<file path="config.mk">
export PLATFORM = sky130hd
export DESIGN_NAME = seven_segment_link_sequencer_flat
export DESIGN_NICKNAME = d
export VERILOG_FILES = /design/src/rtl/core/sslseq_pkg.sv /design/src/rtl/core/sslseq_in_if.sv /design/src/rtl/core/sslseq_out_if.sv /design/src/rtl/core/sslseq_frame_step.sv /design/src/rtl/core/seven_segment_link_sequencer.sv /design/src/flat_wrapper.sv
export SDC_FILE = /design/constraint.sdc
export NUM_CORES = 1
export LEC_CHECK = 0
export BUFFER_PORTS_ARGS = -buffer_cell sky130_fd_sc_hd__buf_2
export CAP_MARGIN = 10
export CORE_MARGIN = 2
export CORE_UTILIZATION = 45
export DETAILED_ROUTE_END_ITERATION = 10
export PLACE_DENSITY_LB_ADDON = 0.15
export SYNTH_ARGS = -nofsm -noshare
export SYNTH_HDL_FRONTEND = slang
export SYNTH_SLANG_ARGS = --single-unit
</file>
<file path="constraint.sdc">
create_clock -name i_clk -period 2.4 [get_ports i_clk]
set_input_delay 0.36 -clock i_clk [delete_from_list [all_inputs] [get_ports i_clk]]
set_output_delay 0.36 -clock i_clk [all_outputs]
set_load 0.03 [all_outputs]
</file>
<file path="src/rtl/core/sslseq_pkg.sv">
// shared types, constants and the character decoder of the seven-segment link sequencer
package sslseq_pkg;

    // transaction opcodes
    localparam logic OP_TICK = 1'b0;
    localparam logic OP_LOAD = 1'b1;

    // frame phase codes
    localparam logic [3:0] PH_START_CMD = 4'd0;
    localparam logic [3:0] PH_BYTE_CMD  = 4'd1;
    localparam logic [3:0] PH_STOP_CMD  = 4'd2;
    localparam logic [3:0] PH_START_ADR = 4'd3;
    localparam logic [3:0] PH_BYTE_ADR  = 4'd4;
    localparam logic [3:0] PH_DIGIT_0   = 4'd5;
    localparam logic [3:0] PH_DIGIT_1   = 4'd6;
    localparam logic [3:0] PH_DIGIT_2   = 4'd7;
    localparam logic [3:0] PH_DIGIT_3   = 4'd8;
    localparam logic [3:0] PH_STOP_END  = 4'd9;

    // sub step codes (start/stop edges and ack clock)
    localparam logic [1:0] SUB_FIRST  = 2'd0;
    localparam logic [1:0] SUB_SECOND = 2'd1;
    localparam logic [1:0] SUB_THIRD  = 2'd2;

    // bit step codes
    localparam logic [1:0] BIT_CLK_LOW  = 2'd0;
    localparam logic [1:0] BIT_DATA_SET = 2'd1;
    localparam logic [1:0] BIT_CLK_HIGH = 2'd2;

    localparam logic [3:0] LAST_BIT_IDX = 4'd7;
    localparam logic [3:0] BITS_PER_BYTE = 4'd8;

    // command bytes
    localparam logic [7:0] CMD_DATA = 8'h40;
    localparam logic [7:0] CMD_ADDR = 8'hC0;

    // segment patterns
    localparam logic [7:0] SEG_DASH  = 8'h40;
    localparam logic [7:0] SEG_BLANK = 8'h00;
    localparam logic [7:0] SEG_DIGITS [10] = '{
        8'h3F, 8'h06, 8'h5B, 8'h4F, 8'h66, 8'h6D, 8'h7D, 8'h07, 8'h7F, 8'h6F
    };

    localparam logic [7:0] ASCII_ZERO = 8'h30;
    localparam logic [7:0] ASCII_NINE = 8'h39;
    localparam logic [7:0] ASCII_DASH = 8'h2D;

    // line and frame control state
    typedef struct packed {
        logic [3:0] phase;
        logic [1:0] sub_step;
        logic [3:0] bit_index;
        logic [1:0] bit_step;
        logic       active;
        logic       clk_line;
        logic       dio_line;
    } t_frame_state;

    typedef logic [7:0] t_digit_bytes [4];

    // ascii code to segment byte
    function automatic logic [7:0] decode_char(input logic [7:0] c);
        logic [7:0] offs;
        offs = c - ASCII_ZERO;
        if (c >= ASCII_ZERO && c <= ASCII_NINE) begin
            return SEG_DIGITS[offs[3:0]];
        end else if (c == ASCII_DASH) begin
            return SEG_DASH;
        end
        return SEG_BLANK;
    endfunction

endpackage

</file>
<file path="src/rtl/core/sslseq_in_if.sv">
// input channel: opcode and four characters with valid/ready
interface sslseq_in_if;
    logic       valid;
    logic       ready;
    logic       opcode;
    logic [7:0] char_first;
    logic [7:0] char_second;
    logic [7:0] char_third;
    logic [7:0] char_fourth;

    modport source (
        output valid, opcode, char_first, char_second, char_third, char_fourth,
        input  ready
    );
    modport sink (
        input  valid, opcode, char_first, char_second, char_third, char_fourth,
        output ready
    );
endinterface

</file>
<file path="src/rtl/core/sslseq_out_if.sv">
// output channel: line levels and busy flag with valid/ready
interface sslseq_out_if;
    logic valid;
    logic ready;
    logic clk_level;
    logic dio_level;
    logic busy_res;

    modport source (
        output valid, clk_level, dio_level, busy_res,
        input  ready
    );
    modport sink (
        input  valid, clk_level, dio_level, busy_res,
        output ready
    );
endinterface

</file>
<file path="src/rtl/core/sslseq_frame_step.sv">
// next-state logic of the two-wire frame for one tick
module sslseq_frame_step (
    input  sslseq_pkg::t_frame_state i_cur,
    input  sslseq_pkg::t_digit_bytes i_digits,
    output sslseq_pkg::t_frame_state o_nxt
);

    logic [7:0] byte_sel;
    logic [3:0] digit_offs;

    // byte sent in the current phase
    always_comb begin
        digit_offs = i_cur.phase - sslseq_pkg::PH_DIGIT_0;
        if (i_cur.phase == sslseq_pkg::PH_BYTE_CMD) begin
            byte_sel = sslseq_pkg::CMD_DATA;
        end else if (i_cur.phase == sslseq_pkg::PH_BYTE_ADR) begin
            byte_sel = sslseq_pkg::CMD_ADDR;
        end else if (i_cur.phase >= sslseq_pkg::PH_DIGIT_0
                     && i_cur.phase <= sslseq_pkg::PH_DIGIT_3) begin
            byte_sel = i_digits[digit_offs[1:0]];
        end else begin
            byte_sel = 8'h00;
        end
    end

    // one step of the frame
    always_comb begin
        o_nxt = i_cur;
        if (i_cur.phase == sslseq_pkg::PH_START_CMD
            || i_cur.phase == sslseq_pkg::PH_START_ADR) begin
            // start condition: both high, then data and clock low
            if (i_cur.sub_step == sslseq_pkg::SUB_FIRST) begin
                o_nxt.clk_line = 1'b1;
                o_nxt.dio_line = 1'b1;
                o_nxt.sub_step = sslseq_pkg::SUB_SECOND;
            end else if (i_cur.sub_step == sslseq_pkg::SUB_SECOND) begin
                o_nxt.clk_line = 1'b0;
                o_nxt.dio_line = 1'b0;
                o_nxt.sub_step = sslseq_pkg::SUB_FIRST;
                o_nxt.phase    = i_cur.phase + 4'd1;
            end else begin
                o_nxt.sub_step = sslseq_pkg::SUB_FIRST;
            end
        end else if (i_cur.phase == sslseq_pkg::PH_STOP_CMD
                     || i_cur.phase == sslseq_pkg::PH_STOP_END) begin
            // stop condition: both low, then both high
            if (i_cur.sub_step == sslseq_pkg::SUB_FIRST) begin
                o_nxt.clk_line = 1'b0;
                o_nxt.dio_line = 1'b0;
                o_nxt.sub_step = sslseq_pkg::SUB_SECOND;
            end else if (i_cur.sub_step == sslseq_pkg::SUB_SECOND) begin
                o_nxt.clk_line = 1'b1;
                o_nxt.dio_line = 1'b1;
                o_nxt.sub_step = sslseq_pkg::SUB_FIRST;
                if (i_cur.phase == sslseq_pkg::PH_STOP_END) begin
                    o_nxt.phase  = sslseq_pkg::PH_START_CMD;
                    o_nxt.active = 1'b0;
                end else begin
                    o_nxt.phase = i_cur.phase + 4'd1;
                end
            end else begin
                o_nxt.sub_step = sslseq_pkg::SUB_FIRST;
            end
        end else if (i_cur.phase <= sslseq_pkg::PH_DIGIT_3) begin
            // byte phase: eight bits then the ack clock
            if (i_cur.sub_step == sslseq_pkg::SUB_FIRST) begin
                if (i_cur.bit_index > sslseq_pkg::LAST_BIT_IDX) begin
                    o_nxt.bit_index = 4'd0;
                end else if (i_cur.bit_step == sslseq_pkg::BIT_CLK_LOW) begin
                    o_nxt.clk_line = 1'b0;
                    o_nxt.bit_step = sslseq_pkg::BIT_DATA_SET;
                end else if (i_cur.bit_step == sslseq_pkg::BIT_DATA_SET) begin
                    o_nxt.dio_line = byte_sel[i_cur.bit_index[2:0]];
                    o_nxt.bit_step = sslseq_pkg::BIT_CLK_HIGH;
                end else if (i_cur.bit_step == sslseq_pkg::BIT_CLK_HIGH) begin
                    o_nxt.clk_line = 1'b1;
                    o_nxt.bit_step = sslseq_pkg::BIT_CLK_LOW;
                    if (i_cur.bit_index + 4'd1 == sslseq_pkg::BITS_PER_BYTE) begin
                        o_nxt.bit_index = 4'd0;
                        o_nxt.sub_step  = sslseq_pkg::SUB_SECOND;
                    end else begin
                        o_nxt.bit_index = i_cur.bit_index + 4'd1;
                    end
                end else begin
                    o_nxt.bit_step = sslseq_pkg::BIT_CLK_LOW;
                end
            end else if (i_cur.sub_step == sslseq_pkg::SUB_SECOND) begin
                o_nxt.clk_line = 1'b0;
                o_nxt.sub_step = sslseq_pkg::SUB_THIRD;
            end else if (i_cur.sub_step == sslseq_pkg::SUB_THIRD) begin
                o_nxt.clk_line = 1'b1;
                o_nxt.sub_step = sslseq_pkg::SUB_FIRST;
                o_nxt.phase    = i_cur.phase + 4'd1;
            end else begin
                o_nxt.sub_step = sslseq_pkg::SUB_FIRST;
            end
        end else begin
            // phase out of range ends the frame
            o_nxt.phase  = sslseq_pkg::PH_START_CMD;
            o_nxt.active = 1'b0;
        end
    end

endmodule

</file>
<file path="src/rtl/core/seven_segment_link_sequencer.sv">
// top level of the seven-segment link sequencer
// Takes one transaction per clock: a load (opcode 1) decodes four ASCII characters into
// segment bytes and marks the block busy; a tick (opcode 0) advances the two-wire write
// frame by one step (start, 0x40, ack, stop, start, 0xC0, four digit bytes lsb first with
// acks, stop). Each accepted transaction yields exactly one result holding the clock and
// data line levels and the busy flag; the result is registered and shows up in the cycle
// after acceptance, and input is taken every cycle while that output register is empty or
// being drained. Ticks while idle return the held line levels with busy low.
module seven_segment_link_sequencer (
    input  logic         i_clk,
    input  logic         i_rst_n,
    sslseq_in_if.sink    i_in,
    sslseq_out_if.source o_out
);

    sslseq_pkg::t_frame_state r_state;
    sslseq_pkg::t_frame_state n_state;
    sslseq_pkg::t_frame_state step_state;
    sslseq_pkg::t_digit_bytes r_digits;
    logic                     r_out_valid;
    logic                     in_fire;

    // accept while the result register is free or being taken
    assign i_in.ready = !r_out_valid || o_out.ready;
    assign in_fire    = i_in.valid && i_in.ready;

    sslseq_frame_step u_step (
        .i_cur    (r_state),
        .i_digits (r_digits),
        .o_nxt    (step_state)
    );

    // next control state for this transaction
    always_comb begin
        n_state = r_state;
        if (i_in.opcode == sslseq_pkg::OP_LOAD) begin
            n_state.active = 1'b1;
        end else if (r_state.active) begin
            n_state = step_state;
        end
    end

    // control state and result valid
    always_ff @(posedge i_clk) begin
        if (!i_rst_n) begin
            r_state.phase     <= sslseq_pkg::PH_START_CMD;
            r_state.sub_step  <= sslseq_pkg::SUB_FIRST;
            r_state.bit_index <= 4'd0;
            r_state.bit_step  <= sslseq_pkg::BIT_CLK_LOW;
            r_state.active    <= 1'b0;
            r_state.clk_line  <= 1'b1;
            r_state.dio_line  <= 1'b1;
            r_out_valid       <= 1'b0;
        end else begin
            if (in_fire) begin
                r_state <= n_state;
            end
            if (in_fire) begin
                r_out_valid <= 1'b1;
            end else if (o_out.ready) begin
                r_out_valid <= 1'b0;
            end
        end
    end

    // digit byte store
    always_ff @(posedge i_clk) begin
        if (!i_rst_n) begin
            r_digits <= '{default: sslseq_pkg::SEG_BLANK};
        end else if (in_fire && i_in.opcode == sslseq_pkg::OP_LOAD) begin
            r_digits[0] <= sslseq_pkg::decode_char(i_in.char_first);
            r_digits[1] <= sslseq_pkg::decode_char(i_in.char_second);
            r_digits[2] <= sslseq_pkg::decode_char(i_in.char_third);
            r_digits[3] <= sslseq_pkg::decode_char(i_in.char_fourth);
        end
    end

    // result fields follow the updated control state
    assign o_out.valid     = r_out_valid;
    assign o_out.clk_level = r_state.clk_line;
    assign o_out.dio_level = r_state.dio_line;
    assign o_out.busy_res  = r_state.active;

endmodule

</file>
<file path="src/flat_wrapper.sv">
// flat-port wrapper written by rule: the top's interface ports become plain ports
module seven_segment_link_sequencer_flat 
  (i_clk, i_rst_n, i_in_valid, i_in_opcode, i_in_char_first, i_in_char_second, i_in_char_third, i_in_char_fourth, i_in_ready, o_out_valid, o_out_clk_level, o_out_dio_level, o_out_busy_res, o_out_ready);
  sslseq_in_if i_in_i ();
  sslseq_out_if o_out_i ();
  input  logic i_clk;
  input  logic i_rst_n;
  input wire logic [$bits(i_in_i.valid)-1:0] i_in_valid;
  input wire logic [$bits(i_in_i.opcode)-1:0] i_in_opcode;
  input wire logic [$bits(i_in_i.char_first)-1:0] i_in_char_first;
  input wire logic [$bits(i_in_i.char_second)-1:0] i_in_char_second;
  input wire logic [$bits(i_in_i.char_third)-1:0] i_in_char_third;
  input wire logic [$bits(i_in_i.char_fourth)-1:0] i_in_char_fourth;
  output wire logic [$bits(i_in_i.ready)-1:0] i_in_ready;
  output wire logic [$bits(o_out_i.valid)-1:0] o_out_valid;
  output wire logic [$bits(o_out_i.clk_level)-1:0] o_out_clk_level;
  output wire logic [$bits(o_out_i.dio_level)-1:0] o_out_dio_level;
  output wire logic [$bits(o_out_i.busy_res)-1:0] o_out_busy_res;
  input wire logic [$bits(o_out_i.ready)-1:0] o_out_ready;
  assign i_in_i.valid = i_in_valid;
  assign i_in_i.opcode = i_in_opcode;
  assign i_in_i.char_first = i_in_char_first;
  assign i_in_i.char_second = i_in_char_second;
  assign i_in_i.char_third = i_in_char_third;
  assign i_in_i.char_fourth = i_in_char_fourth;
  assign i_in_ready = i_in_i.ready;
  assign o_out_valid = o_out_i.valid;
  assign o_out_clk_level = o_out_i.clk_level;
  assign o_out_dio_level = o_out_i.dio_level;
  assign o_out_busy_res = o_out_i.busy_res;
  assign o_out_i.ready = o_out_ready;
  seven_segment_link_sequencer u_core (.i_clk(i_clk), .i_rst_n(i_rst_n), .i_in(i_in_i), .o_out(o_out_i));
endmodule
</file>
After elaboration in Yosys (flattened, before gate mapping) --
Memories as Yosys holds them, arrays and structs flattened. Cells that the tools add are included.
Storage, ports and cells: output and inout bits 5, memories 4, RAM bits 0, word-level logic and storage cells 209, ROM bits 512, latch bits 0, bits in registers 48
Operators by class: bitwise logic cells 9, add/sub/neg operators 7, magnitude comparators 17, equal/unequal tests 39, reductions and logical operators 26, shift operators 0, div/mod/pow operators 0, $mul 0, multiplexer cells 95
Memory list:
- (no name shown) | depth 16, width 8, read ports 1, clocked after memory_dff 0, wr ports 0, RTL line sslseq_pkg.sv:66 | return SEG_DIGITS[offs[3:0]];
- (no name shown) | depth 16, width 8, read ports 1, clocked after memory_dff 0, wr ports 0, RTL line sslseq_pkg.sv:66
- (no name shown) | depth 16, width 8, read ports 1, clocked after memory_dff 0, wr ports 0, RTL line sslseq_pkg.sv:66
- (no name shown) | depth 16, width 8, read ports 1, clocked after memory_dff 0, wr ports 0, RTL line sslseq_pkg.sv:66
Operator list (count):
- two-way mux 8 bit | 26
- two-way mux 4 bit | 11
- AND reduction 10 bit | 4
- two-way mux 6 bit | 6
- two-way mux 1 bit | 34
- == test 8 x 6 -> 1 bit, second input constant | 4
- >= comparator 8 x 6 -> 1 bit, second input constant | 4
- <= comparator 8 x 6 -> 1 bit, second input constant | 4
- two-way mux 2 bit | 13
- inequality test 5 bit, second input constant | 5
- >= comparator 5 bit, second input constant | 4
- inverter 4 -> 5 bit | 4
- binary-select mux 8 bit (select 2 bit) | 1
- inequality test 4 bit, second input constant | 4
- subtractor 4 x 1 -> 4 bit, second input constant | 4
- inequality test 2 bit, second input constant | 6
- two-way mux 3 bit | 3
- inequality test 3 bit, second input constant | 3
- AND reduction 9 bit | 1
- nonzero test 3 bit | 3
- adder 4 x 1 -> 4 bit, second input constant | 2
- == test 4 x 2 -> 1 bit, second input constant | 2
- == test 4 bit, second input constant | 2
- inequality test 4 x 2 -> 1 bit, second input constant | 2
- 26 further kinds | 41

Depth between registers and ports, before layout --
Gate-level depths: netlist of run 1.
depth after elaboration 19, gate-level depth with buffers 10, depth with buffers taken out 8

Cells and area by module --
From an unflattened synthesis of run 1, not the netlist that was laid out.
Unflattened totals: cell total of the unflattened synthesis 372, area total of the unflattened synthesis 3448.3 um2
Modules (own cells, without submodules):
- seven_segment_link_sequencer | cells an instance 243, times used 1, sequential area each 880.8 um2, area an instance 2419.8 um2
- sslseq_frame_step | cells an instance 129, times used 1, sequential area each 0.0 um2, area an instance 1028.5 um2

Least setup slack after synthesis of run 1 --
Ideal clock, no wire load.
kind register to register, start register u_core.r_state[11] in the netlist's numbering, end register u_core.r_state[13] in the netlist's numbering, data required time 2330 ps, cell stages (with the launch flop) 11, setup slack -152 ps, arrival 2482 ps, path buffers 2, path through dfxtp_1 -> buf_2 -> inv_1 -> ha_1 -> buf_4 -> nand2b_2 -> nand2_2 -> maj3_2 -> o32a_4 -> or4b_1 -> a21oi_1
On the way: cells in the longest elaborated chain, start to end 7, elaborated cells on any way between the ends 27
Ends and longest elaborated chain:
- start, declared | RTL line seven_segment_link_sequencer.sv:16 | sslseq_pkg::t_frame_state r_state;
- start signal, assigned | RTL line seven_segment_link_sequencer.sv:56 | r_state <= n_state;
- adder 4 x 1 -> 4 bit | RTL line sslseq_frame_step.sv:40, sslseq_frame_step.sv:59, sslseq_frame_step.sv:93
- two-way mux 4 bit | RTL line sslseq_frame_step.sv:90 | end else if (i_cur.sub_step == sslseq_pkg::SUB_THIRD) begin
- two-way mux 4 bit | RTL line sslseq_frame_step.sv:87 | end else if (i_cur.sub_step == sslseq_pkg::SUB_SECOND) begin
- two-way mux 4 bit | RTL line sslseq_frame_step.sv:66 | if (i_cur.sub_step == sslseq_pkg::SUB_FIRST) begin
- two-way mux 4 bit | RTL line sslseq_frame_step.sv:64 | end else if (i_cur.phase <= sslseq_pkg::PH_DIGIT_3) begin
- two-way mux 6 bit | RTL line sslseq_frame_step.sv:44 | end else if (i_cur.phase == sslseq_pkg::PH_STOP_CMD
- two-way mux 6 bit | RTL line sslseq_frame_step.sv:29 | if (i_cur.phase == sslseq_pkg::PH_START_CMD
Several ways; a longest one is shown, not always the timed one. The select of a mux whose other input is x is not followed. A chain may end at the register's enable or synchronous reset.

Worst setup path after layout of run 1 --
start register u_core.r_state[12] in the netlist's numbering, end register u_core.r_state[13] in the netlist's numbering
The elaborated chain is that of the path after synthesis.

==> reports/metrics.yaml, run 1 <==
postCtsHoldBufs: 0
worstSkewPairLatency_ns: 0.29
setup.worst_path.class: "flip-flop to flip-flop"
worstSetupStartpointType: "flip-flop"
port-buffer-count: 41
numCtsBuffers: 5
power.leakage_nw: 1.40
slowest_stage: "sky130_fd_sc_hd__or4b_1"
irDropWorstVdd_v: 0.000210
via_per_inst: 5.45
globalplace.congestion: 0.860
ys_dominant_reg_cell: "sky130_fd_sc_hd__dfxtp_1"
achievable-frequency_mhz: 442
run_status: "finished, final reports clean"
dr_total_vias: 2839
ys_warn_count: 0
place_area_mm2: 0.00343
fillCellCount: 663
max-slew-margin-rel_pct: 58.4
synth_async_sr_flop_share_pct: 0
root_buffer_cell: "sky130_fd_sc_hd__clkbuf_8"
synth_largest_area_cell: "sky130_fd_sc_hd__dfxtp_1"
cts.sink_count: 44
synth.net_count: 463
worstSetupEndpointType: "flip-flop"
timing.critical_path.slowest_cell_delay_ns: 0.47
cts_max_level: 2
synthesis.area_mm2: 0.00315
maxSlewViolCount: 0
cp_num_buf_inv: 1
die_width_um: 87.6
hold-path-cell-count: 2
worstHoldStart: "i_rst_n"
detail-route-antenna-nets: 0
worst-slew-pin-transition_ns: 0.623
detail_route.wl_per_cell_um: 13.1
most_crowded_layer_gr: "met2"
grtUsageMet3_pct: 2.83
stdcell_area_mm2: 0.00357
timing.reg2reg.setup_slack_ns: 0.14
grt_first_pass_wirelength_um: 11500
layout-area-overhead-vs-synth_pct: 13.5
path_category_of_the_worst_min_delay_check: "input port to flip-flop"
grt_pass1_vias: 2574
setup_viol: 0
drtIter0Drc: 118
timing.critical_path.fanout_max: 8
antenna_found_initial: 0
route.final.wire_length_um: 6810
postSynthRegisterBits: 44
antennaDiodeCount: 0
cp_top_family: "simple AND/OR/NAND/NOR gates"
worst_r2r_path_depth: 8
period_minus_slack_ns: 2.26
synth_sequential_area_ratio_pct: 28.0
post_synth_most_frequent_cells: "sky130_fd_sc_hd__a21oi_1 (53), sky130_fd_sc_hd__dfxtp_1 (44), sky130_fd_sc_hd__nand2_1 (38)"
final_critical_path_setup_slack_ns: 0.139
final_min_period_over_clock_period_pct: 94.2
worstHoldEndpoint: "u_core.o_out.clk_level"
r2r-end: "u_core.r_state[13]"
crit_required_ns: 2.63
core_rows: 30
netlist_top_cells_area: "sky130_fd_sc_hd__dfxtp_1 (28%), sky130_fd_sc_hd__ha_1 (12%), sky130_fd_sc_hd__a21oi_1 (8.4%)"
critical_path.cell_chain: "inv_1 -> ha_4 -> nand2b_2 -> nand2_2 -> maj3_2 -> o32a_4 -> or4b_1 -> a21oi_1"
gr-usage-met2_pct: 32.2
fp.dieH_um: 87.6
dpl_worst_slack_ns: 0.0226
final_nets: 491
grt.overflow.total: 0
cts_tree: "yes"
rsz_0062_raised_after_global_routing: "yes"
final_layout_size_suffix_gt1_share_pct: 17.6
regToRegStartpoint: "u_core.r_state[12]"
start_util_pct: 46.3
synth_top_cell_area_share_pct: 28.0
yosys.cell_types.count: 48
cellPowerDensity_mw_per_mm2: 419
clock_transition_time_at_the_flip_flop_clock_pins_of_the_worst_setup_and_hold_paths_ns: 0.08
clock-skew-final_ns: 0.00270
grt_start_max_net_pins: 38
tns_ns: 0
synth_edf_count: 0
die_area_mm2: 0.00768
grt_use_total_pct: 18.4
hold_viol_final: 0
drt_pass_1_iters: 4
cap_viol_max_count: 0
remaining_drc_errors: 0
worst_ep_arrival_time_ns: 2.49
syn_inst: 396
yosys.cell_count.top_type: "sky130_fd_sc_hd__a21oi_1"
core-area_mm2: 0.00679
use_met1_pct: 23.6
io-pin-count: 42
hpwl_um: 5160
synth.avg_cell_area_um2: 7.95
cts_buffer_depth: 2
-- placed cells by master, fill, tap and decap left out, drive strengths merged, types with 4 or more instances in the layout --
cell type,synthesis,layout
a211oi,6,6
a21oi,53,53
a31oi,5,5
and4b,5,5
buf,4,51
clkbuf,26,6
dfxtp,44,44
ha,30,30
inv,17,17
mux2i,9,9
mux4,7,7
nand2,39,39
nand2b,10,10
nand3,16,16
nor2,30,30
nor2b,9,9
nor3,11,11
nor3b,4,4
o211ai,11,11
o21ai,20,20
o21bai,4,4
or3,4,4
-- area by class of cell --
cell class / count / area (um2) / area share (%)
inverter: 17 / 63.8 / 1.79
clock buffer: 6 / 72.6 / 2.03
timing repair buffer: 51 / 293 / 8.19
sequential: 44 / 882 / 24.7
multi-input combinational: 305 / 2110 / 59.0
tap: 96 / 120 / 3.36
clock inverter: 2 / 35.0 / 0.980
-- layer usage --
layer	up-vias	share of wire (%)	wire length [um]
met2	54	49	3330
met5	-	0	0
met1	1300	47	3190
li1	1474	-	-
met4	0	1.1	76
met3	11	3.1	208
-- worst max path at each step --
stage	slack (ns)	start	cells after the start	endpoint
after floorplan	0.01	u_core.r_state[11]	10	u_core.r_state[13]
after global routing	-0.01	u_core.r_state[11]	7	u_core.r_state[13]
after detailed placement	0.02	u_core.r_state[12]	7	u_core.r_state[6]
after global placement	0.11	u_core.r_state[12]	7	u_core.r_state[6]
final	0.14	u_core.r_state[12]	8	u_core.r_state[13]
after CTS	0.02	u_core.r_state[12]	7	u_core.r_state[6]
-- through the flow --
stage	power [mW]	instances	util, %	hold slack (ns)
detailed placement	0.957	512	50.6	0.449
global placement	0.954	512	50.6	0.444
floorplan	0.886	396	-	0.429
global route	1.56	521	52.6	0.342
finish	1.50	521	52.6	0.335
CTS	1.52	520	52.3	0.338
-- cells by family (layout without fill, tap and decap cells) --
| family | count (synthesis) | in the layout | synth area share, % |
|---|---|---|---|
| fa+ha+maj | 31 | 31 | 12.3 |
| simple gates | 142 | 142 | 23.1 |
| buf+inv | 47 | 76 | 5.84 |
| compound gates | 115 | 115 | 22.7 |
| flops | 44 | 44 | 28.0 |
| mux | 16 | 16 | 7.87 |
| xor+xnor | 1 | 1 | 0.278 |
-- where the power goes --
group,internal (mW),switching (mW)
logic,0.0745,0.118
clock network,0.309,0.251
registers,0.739,0.00739
-- state kept, by name, summed over array words and instances (netlist names) --
name / flops
u_core.o_out.clk_level: 1
u_core.r_digits: 28
u_core.o_out.busy_res: 1
u_core.r_state: 12
u_core.o_out.dio_level: 1
u_core.o_out.valid: 1
-- timing repair --
action	CTS	global route
pin swaps	0	2
resized for setup	1	2
buffers inserted	0	1
setup endpoints to repair	1	5
(Power assumes the default switching activity.)
==> run 2, diff against run 1 <==
==> constraint.sdc (replaced) <==
create_clock -name i_clk -period 2 [get_ports i_clk]
set_input_delay 0.3 -clock i_clk [delete_from_list [all_inputs] [get_ports i_clk]]
set_output_delay 0.3 -clock i_clk [all_outputs]
set_load 0.03 [all_outputs]
==> reports/metrics.yaml, run 2 (synthesis gave the netlist of run 1 again) <==
flip_flop_count_of_the_largest_register_all_copies_and_words_added: 28  # unchanged
report.power.total_mw: 1.72  # +15%
cts.sink_count: 44  # unchanged
worstSetupEndpointType: "flip-flop"
max-slew-margin-rel_pct: 56.5  # -1.9 points
cts_max_level: 2  # unchanged
worst-slew-pin-transition_ns: 0.651  # +0.0283 ns
worstHoldEndpoint: "u_core.o_out.clk_level"
worst_r2r_path_depth: 8  # unchanged
die_area_mm2: 0.00768  # unchanged
start_util_pct: 46.3  # unchanged
period_minus_slack_ns: 2.12  # -0.138 ns
root_buffer_cell: "sky130_fd_sc_hd__clkbuf_8"
clock-skew-final_ns: 0.0128  # +0.0101 ns
top_register: "u_core.r_digits"
setup_viol: 6  # +6
core-area_mm2: 0.00679  # unchanged
worst_ep_arrival_time_ns: 2.35  # -0.14 ns
final_layout_size_suffix_gt1_share_pct: 26.3  # +8.7 points
io-pin-count: 42  # unchanged
setup.worst_path.class: "flip-flop to flip-flop"
grt_first_pass_wirelength_um: 12300  # +6.9%
dpl_worst_slack_ns: -0.215  # -0.237 ns
regToRegStartpoint: "u_core.r_state[11]"
multi_input_combinational_cell_area_mm2: 0.00220  # +4.4%
cts_tree: "yes"
irDropWorstVdd_v: 0.000275  # +31%
numCtsBuffers: 5  # unchanged
globalplace.congestion: 0.857  # -0.27%
layoutNonFillerInstCount: 548  # +5.2%
place_area_mm2: 0.00365  # +6.4%
ff_latch_area_um2: 888  # +0.71%
final_critical_path_setup_slack_ns: -0.123  # -0.262 ns
grt_start_max_net_pins: 38  # unchanged
layout-area-overhead-vs-synth_pct: 24.0
achievable-frequency_mhz: 471  # +6.5%
fillCellCount: 643  # -3.0%
path_category_of_the_worst_min_delay_check: "input port to flip-flop"
cts_buffer_depth: 2  # unchanged
clock_transition_time_at_the_flip_flop_clock_pins_of_the_worst_setup_and_hold_paths_ns: 0.09  # about the same
power.leakage_nw: 1.57  # +12%
drtIter0Drc: 141  # +19%
cellPowerDensity_mw_per_mm2: 441  # +5.1%
timing.reg2reg.setup_slack_ns: -0.12  # -0.26 ns
antenna_found_initial: 0  # unchanged
holdWs_ns: 0.281  # -0.0533 ns
rsz_0062_raised_after_global_routing: "yes"
tns_ns: -0.526  # -0.526 ns
timing.critical_path.fanout_max: 5  # -3
route.final.wire_length_um: 7220  # +6.1%
hold-path-cell-count: 2  # unchanged
die_width_um: 87.6  # unchanged
detail_route.wl_per_cell_um: 13.2  # +0.90%
crit_required_ns: 2.22  # -0.41 ns
maxSlewViolCount: 0  # unchanged
hold_viol_final: 0  # unchanged
grt_use_total_pct: 19.7  # +1.2 points
mostFrequentLayoutCells: "sky130_fd_sc_hd__a21oi_1 (51), sky130_fd_sc_hd__dfxtp_1 (42), sky130_fd_sc_hd__buf_2 (41), sky130_fd_sc_hd__nand2_1 (38), sky130_fd_sc_hd__nor2_1 (29)"
detail-route-antenna-nets: 0  # unchanged
r2r-end: "u_core.r_state[13]"
worstSetupStartpointType: "flip-flop"
largestRegisters: "u_core.r_digits: 28 flops, u_core.r_state: 12 flops"
layout.cells.most_common: "sky130_fd_sc_hd__a21oi_1"
antennaDiodeCount: 0  # unchanged
worstSkewPairLatency_ns: 0.30  # about the same
dp_cells: 536  # +4.7%
final_nets: 518  # +5.5%
stdcell_area_mm2: 0.00391  # +9.3%
dr_total_vias: 2947  # +3.8%
drt_pass_1_iters: 4  # unchanged
remaining_drc_errors: 0  # unchanged
fp.dieH_um: 87.6  # unchanged
via_per_inst: 5.38  # -1.3%
run_status: "finished, violations left"
port-buffer-count: 41  # unchanged
violations: "setup timing"
final_min_period_over_clock_period_pct: 106  # +12 points
worstHoldStart: "i_rst_n"
finalCoreUtilization_pct: 57.5  # +4.9 points
core_rows: 30  # unchanged
grt_pass1_vias: 2596  # +0.85%
hpwl_um: 5340  # +3.4%
grt.overflow.total: 0  # unchanged
cap_viol_max_count: 0  # unchanged
-- run 2: cell types whose count changed in the layout (fill, tap and decap cells not counted), moves of 2 or more --
cell	before	now
sky130_fd_sc_hd__ha_1	29	25
sky130_fd_sc_hd__ha_4	1	4
sky130_fd_sc_hd__buf_6	0	7
sky130_fd_sc_hd__a21oi_1	53	51
sky130_fd_sc_hd__buf_4	9	28
sky130_fd_sc_hd__nor3_1	11	9
sky130_fd_sc_hd__inv_1	16	14
sky130_fd_sc_hd__dfxtp_4	0	2
sky130_fd_sc_hd__nor3_2	0	2
sky130_fd_sc_hd__a21oi_2	0	2
-- run 2: worst max path at each step --
stage	start	to	depth (start not counted)	slack (ns)
3_3_place_gp	u_core.r_state[12]	u_core.r_state[13]	7	-0.18
2_1_floorplan	u_core.r_state[11]	u_core.r_state[13]	10	-0.31
3_5_place_dp	u_core.r_state[12]	u_core.r_state[13]	7	-0.21
6_report	u_core.r_state[11]	u_core.r_state[13]	8	-0.12
4_1_cts	u_core.r_state[11]	u_core.r_state[13]	8	-0.10
5_1_grt	u_core.r_state[11]	u_core.r_state[13]	8	-0.21
-- run 2: routing by layer --
metal / vias up / part of all wire [%] / global-route usage (%)
li1: 1527 / - / -
met1: 1367 / 48 / 26.6
met2: 49 / 48 / 33.9
met3: 4 / 2.6 / 2.64
met4: 0 / 0.79 / 3.36
met5: - / 0 / 0
-- run 2: power by group --
group	leakage, nW	total [mW]	internal, mW	switching [mW]
combinational	1.17	0.240	0.0942	0.146
sequential	0.357	0.892	0.884	0.00786
clock	0.0445	0.590	0.281	0.309
-- run 2: layout make-up --
class	count	area share, %
sequential	44	22.7
clock inverter	1	0.192
multi-input combinational	305	56.3
timing repair buffer	78	13.7
clock buffer	7	2.21
inverter	17	1.76
tap	96	3.08
-- run 2: critical path, cell delays in order, from the launching register on --
cell and delay [ns]:
sky130_fd_sc_hd__dfxtp_4 0.40, sky130_fd_sc_hd__inv_6 0.05, sky130_fd_sc_hd__ha_4 0.18, sky130_fd_sc_hd__nand2b_4 0.08
sky130_fd_sc_hd__nand2_4 0.04, sky130_fd_sc_hd__maj3_2 0.30, sky130_fd_sc_hd__o32a_4 0.37, sky130_fd_sc_hd__or4b_1 0.50
sky130_fd_sc_hd__a21oi_1 0.12
-- run 2: repair_timing --
item	CTS	global route
hold buffers	0	0
pin swaps	7	14
setup endpoints to repair	10	10
buffers inserted	1	4
gates resized for setup	10	18
